**src/rtl/core/dtq_pkg.sv**
```systemverilog
// shared types and constants of the drop-tail queue timing model
`timescale 1ns / 1ps
package dtq_pkg;

    localparam int QUEUE_DEPTH_DEF = 64;
    localparam int TIME_WIDTH_DEF  = 48;

    localparam int GAP_W     = 32;
    localparam int CFG_W     = 32;
    localparam int CFG_IDX_W = 2;
    localparam int LIMIT_W   = 7;
    localparam int CNT32_W   = 32;
    localparam int SUM_W     = 60;
    localparam int OUT_T_W   = 48;
    localparam int OCC_W     = 7;

    // result tdata: occupancy, queue delay, departure, delivered, dropped,
    // peak, queue delay sum, end-to-end sum, padded to whole bytes
    localparam int OUT_PACK_W  = OCC_W + 2 * OUT_T_W + 2 * CNT32_W + OCC_W + 2 * SUM_W;
    localparam int OUT_TDATA_W = ((OUT_PACK_W + 7) / 8) * 8;

    localparam logic [CFG_IDX_W-1:0] REG_SOURCE_DELAY = 2'd0;
    localparam logic [CFG_IDX_W-1:0] REG_SERVICE_TIME = 2'd1;
    localparam logic [CFG_IDX_W-1:0] REG_SINK_DELAY   = 2'd2;
    localparam logic [CFG_IDX_W-1:0] REG_QUEUE_LIMIT  = 2'd3;

    typedef enum logic [1:0] {
        ALU_ADD_TIME = 2'd0,   // add, saturate at the time ceiling
        ALU_ADD_SUM  = 2'd1,   // add, saturate at the sum ceiling
        ALU_SUB      = 2'd2    // subtract, report borrow
    } t_alu_op;

endpackage

```
**src/rtl/core/dtq_alu.sv**
```systemverilog
// shared saturating add / subtract unit
`timescale 1ns / 1ps
module dtq_alu #(
    parameter int TW = 48,
    parameter int UW = 60
) (
    input  dtq_pkg::t_alu_op i_op,
    input  logic [UW-1:0]    i_a,
    input  logic [UW-1:0]    i_b,
    output logic [UW-1:0]    o_result,
    output logic             o_borrow
);
    import dtq_pkg::*;

    localparam logic [UW:0] TIME_CAP = {{(UW + 1 - TW){1'b0}}, {TW{1'b1}}};
    localparam logic [UW:0] SUM_CAP  = {{(UW + 1 - SUM_W){1'b0}}, {SUM_W{1'b1}}};

    logic [UW:0] w_sum;
    logic [UW:0] w_diff;
    logic [UW:0] w_cap;

    assign w_sum  = {1'b0, i_a} + {1'b0, i_b};
    assign w_diff = {1'b0, i_a} - {1'b0, i_b};
    assign w_cap  = (i_op == ALU_ADD_TIME) ? TIME_CAP : SUM_CAP;

    always_comb begin
        o_borrow = 1'b0;
        case (i_op)
            ALU_ADD_TIME, ALU_ADD_SUM: begin
                o_result = (w_sum > w_cap) ? w_cap[UW-1:0] : w_sum[UW-1:0];
            end
            ALU_SUB: begin
                o_result = w_diff[UW-1:0];
                o_borrow = w_diff[UW];
            end
            default: begin
                o_result = '0;
            end
        endcase
    end

endmodule

```
**config.mk**
```make
export PLATFORM = sky130hd
export DESIGN_NAME = dtq_alu
export DESIGN_NICKNAME = d
export VERILOG_FILES = /design/src/rtl/core/dtq_pkg.sv /design/src/rtl/core/dtq_alu.sv
export SDC_FILE = /design/constraint.sdc
export NUM_CORES = 1
export LEC_CHECK = 0
export ABC_AREA = 1
export BUFFER_PORTS_ARGS = -buffer_cell sky130_fd_sc_hd__buf_2
export CAP_MARGIN = 10
export CORE_MARGIN = 3
export CORE_UTILIZATION = 35
export DETAILED_ROUTE_END_ITERATION = 8
export GPL_TIMING_DRIVEN = 0
export RECOVER_POWER = 100
export REMOVE_ABC_BUFFERS = 1
export SLEW_MARGIN = 40
export SYNTH_ARGS = -nofsm -noshare
export SYNTH_HDL_FRONTEND = slang
export SYNTH_SLANG_ARGS = --single-unit
```
**constraint.sdc**
```tcl
create_clock -name vclk -period 7
set_clock_uncertainty 0.1 [all_clocks]
set_input_delay 1.4 -clock vclk [all_inputs]
set_output_delay 1.4 -clock vclk [all_outputs]
set_load 0.02 [all_outputs]
```
==> impl_metrics.toml <==
[status]
run_status = "finished, violations left"
violations = "negative setup slack"

[timing]
rsz0062_at_grt = "yes"
layout_min_cycle_time_ns = 7.235
setup_ws_ns = -0.2349
timing.hold.ws_ns = 3.178
final_max_slew_viol_count = 0
worst_pin_slew_ns = 0.7349
hold_viol_final = 0
relSlewSlack = 0.5068
period_share = 1.034
setup_viol = 60
fmax_ghz = 0.1382
tns_ns = -8.622

[cells_and_area]
layout_common_cells = "nand2_1 (466), inv_1 (356), nor2_1 (191), a21oi_1 (152), buf_2 (130)"
finalNonFillerCells = 2506
final_common_cell = "nand2_1"
drive_above_1_share = 0.2465
nets = 2380
seq_area_um2 = 0
syn_to_final_growth_pct = 29.64
flops_and_latches = 0
clkbuf_count = 0
diodes = 0

[setup_path]
start_kind = "input pin"
cp_slowest_stage_delay_ns = 0.32
critPathSlowestCell = "ha_4"
cp_max_fo = 8
critPathArrivalTime_ns = 5.73
crit_required_ns = 5.50
cp-end-kind = "output port"
worstSetupPathType = "in2out"

[floorplan]
dieWidth_um = 178.6
row_count = 62
dieArea_um2 = 31910
ios = 183
initial_core_util = 0.3596
core_area_um2 = 29010
die_h_um = 178.6

[placed_design]
place_ws_ns = -1.492
dp_hpwl_um = 37630
placement.io_buffers = 183
gp_congestion = 0.9489
dp.cells = 2460

[drt]
wl_um = 46160
vias_per_cell = 5.316
drcViolationCount = 0
drt-pass1-iter-count = 5
wl_per_cell_um = 18.42
ant_nets = 0
via_count = 13320
drt-initial-drc-count = 1056

[logic_synthesis]
syn_area_per_cell_um2 = 5.325
ys_warn_count = 0
synthesis.area_um2 = 10430
netlist_instances = 1959
yosysSeqAreaShare = 0
synth_cell_types = 55

[job]
cap_violations = 0

[clocking]
holdBufCountCts = 0

[power_and_ir_drop]
ir_drop_v = 0.00006036
p_total_w = 0.001554
power_density_nw_per_um2 = 114.9
p_leak_nw = 6.942

[global_routing]
grt_max_degree = 45
grt_remaining_overflow = 0
grt_pass1_vias = 12550
grt_first_pass_wirelength_um = 68100
track_usage = 0.2721
antenna_found_initial = 0

[worst_hold_path]
hold_depth = 4
hold_class = "in2out"
-- stage by stage --
stage	util	area, µm²
2_1_floorplan	-	9981
3_3_place_gp	0.3921	11380
3_5_place_dp	0.3945	11440
4_1_cts	0.4428	12850
5_1_grt	0.4661	13520
6_report	0.4661	13520
-- cell usage after synthesis, types with 3 or more instances --
master,count,area [µm²]
a21oi_1,173,865.8
nor3_2,6,60.06
a21o_1,13,97.59
o211ai_1,11,82.58
a31oi_1,23,143.9
inv_1,369,1385
nor3_1,13,65.06
o221a_2,4,45.04
o21bai_1,24,180.2
or2_2,7,43.79
o211ai_2,24,300.3
buf_2,31,155.2
nand3_2,22,220.2
a21oi_2,5,43.79
o21ai_1,4,20.02
inv_2,8,30.03
a21boi_0,8,60.06
nor2_1,221,829.6
nand2_1,498,1869
nor4_1,7,43.79
nor2_2,16,100.1
xor2_1,30,262.8
buf_4,9,67.56
nand2_2,16,100.1
nand3_1,96,480.5
clkbuf_1,13,48.80
buf_6,8,90.09
nand4_1,10,62.56
ha_1,132,1652
o21a_1,6,45.04
clkbuf_2,3,15.01
buf_12,3,60.06
o21ai_0,117,585.6
-- report_power, final --
part	total, W	switching, W	internal, W
Sequential	0	0	0
Clock	0	0	0
Combinational	0.00155	0.000980	0.000574
Total	0.00155	0.000980	0.000574
-- critical path: cells and delay by family --
family / cells / cell delay (ns)
fa+ha+maj: 2 / 0.61
simple gates: 13 / 1.44
buf+inv: 8 / 0.96
xor+xnor: 1 / 0.22
compound gates: 6 / 1.07
-- logic make-up (layout without fill, tap and decap cells) --
kind of cell / Yosys count / count (layout) / synth area share
fa+ha+maj: 134 / 134 / 0.1621
xor+xnor: 34 / 34 / 0.02998
buf+inv: 447 / 608 / 0.1797
compound gates: 419 / 419 / 0.2433
simple gates: 925 / 927 / 0.3849
-- final timing paths --
check	from	end	slack [ns]
max	i_b[36]	o_result[40]	-0.23
min	i_op[0]	o_result[0]	3.18
-- cell type report --
type | instances | area [µm²]
timing repair buffer | 229 | 1690
tap | 384 | 480.5
inverter | 379 | 1439
multi-input combinational | 1514 | 9915
fill | 3175 | 15490
-- what timing repair did --
| action | CTS | global route |
|---|---|---|
| setup buffers | 22 | 21 |
| pin swaps | 28 | 53 |
| resized for setup | 250 | 128 |
| gates cloned | 5 | 1 |
| setup endpoints to repair | 60 | 60 |
-- metal layers --
metal	wire length, µm	vias to the layer above	global-route usage	share of wire
li1	-	6569	-	-
met1	20910	6183	0.3766	0.45
met2	20920	517	0.4541	0.45
met3	3395	54	0.03214	0.074
met4	933	0	0.05422	0.020
met5	0	-	0	0
(Power assumes the default switching activity.)
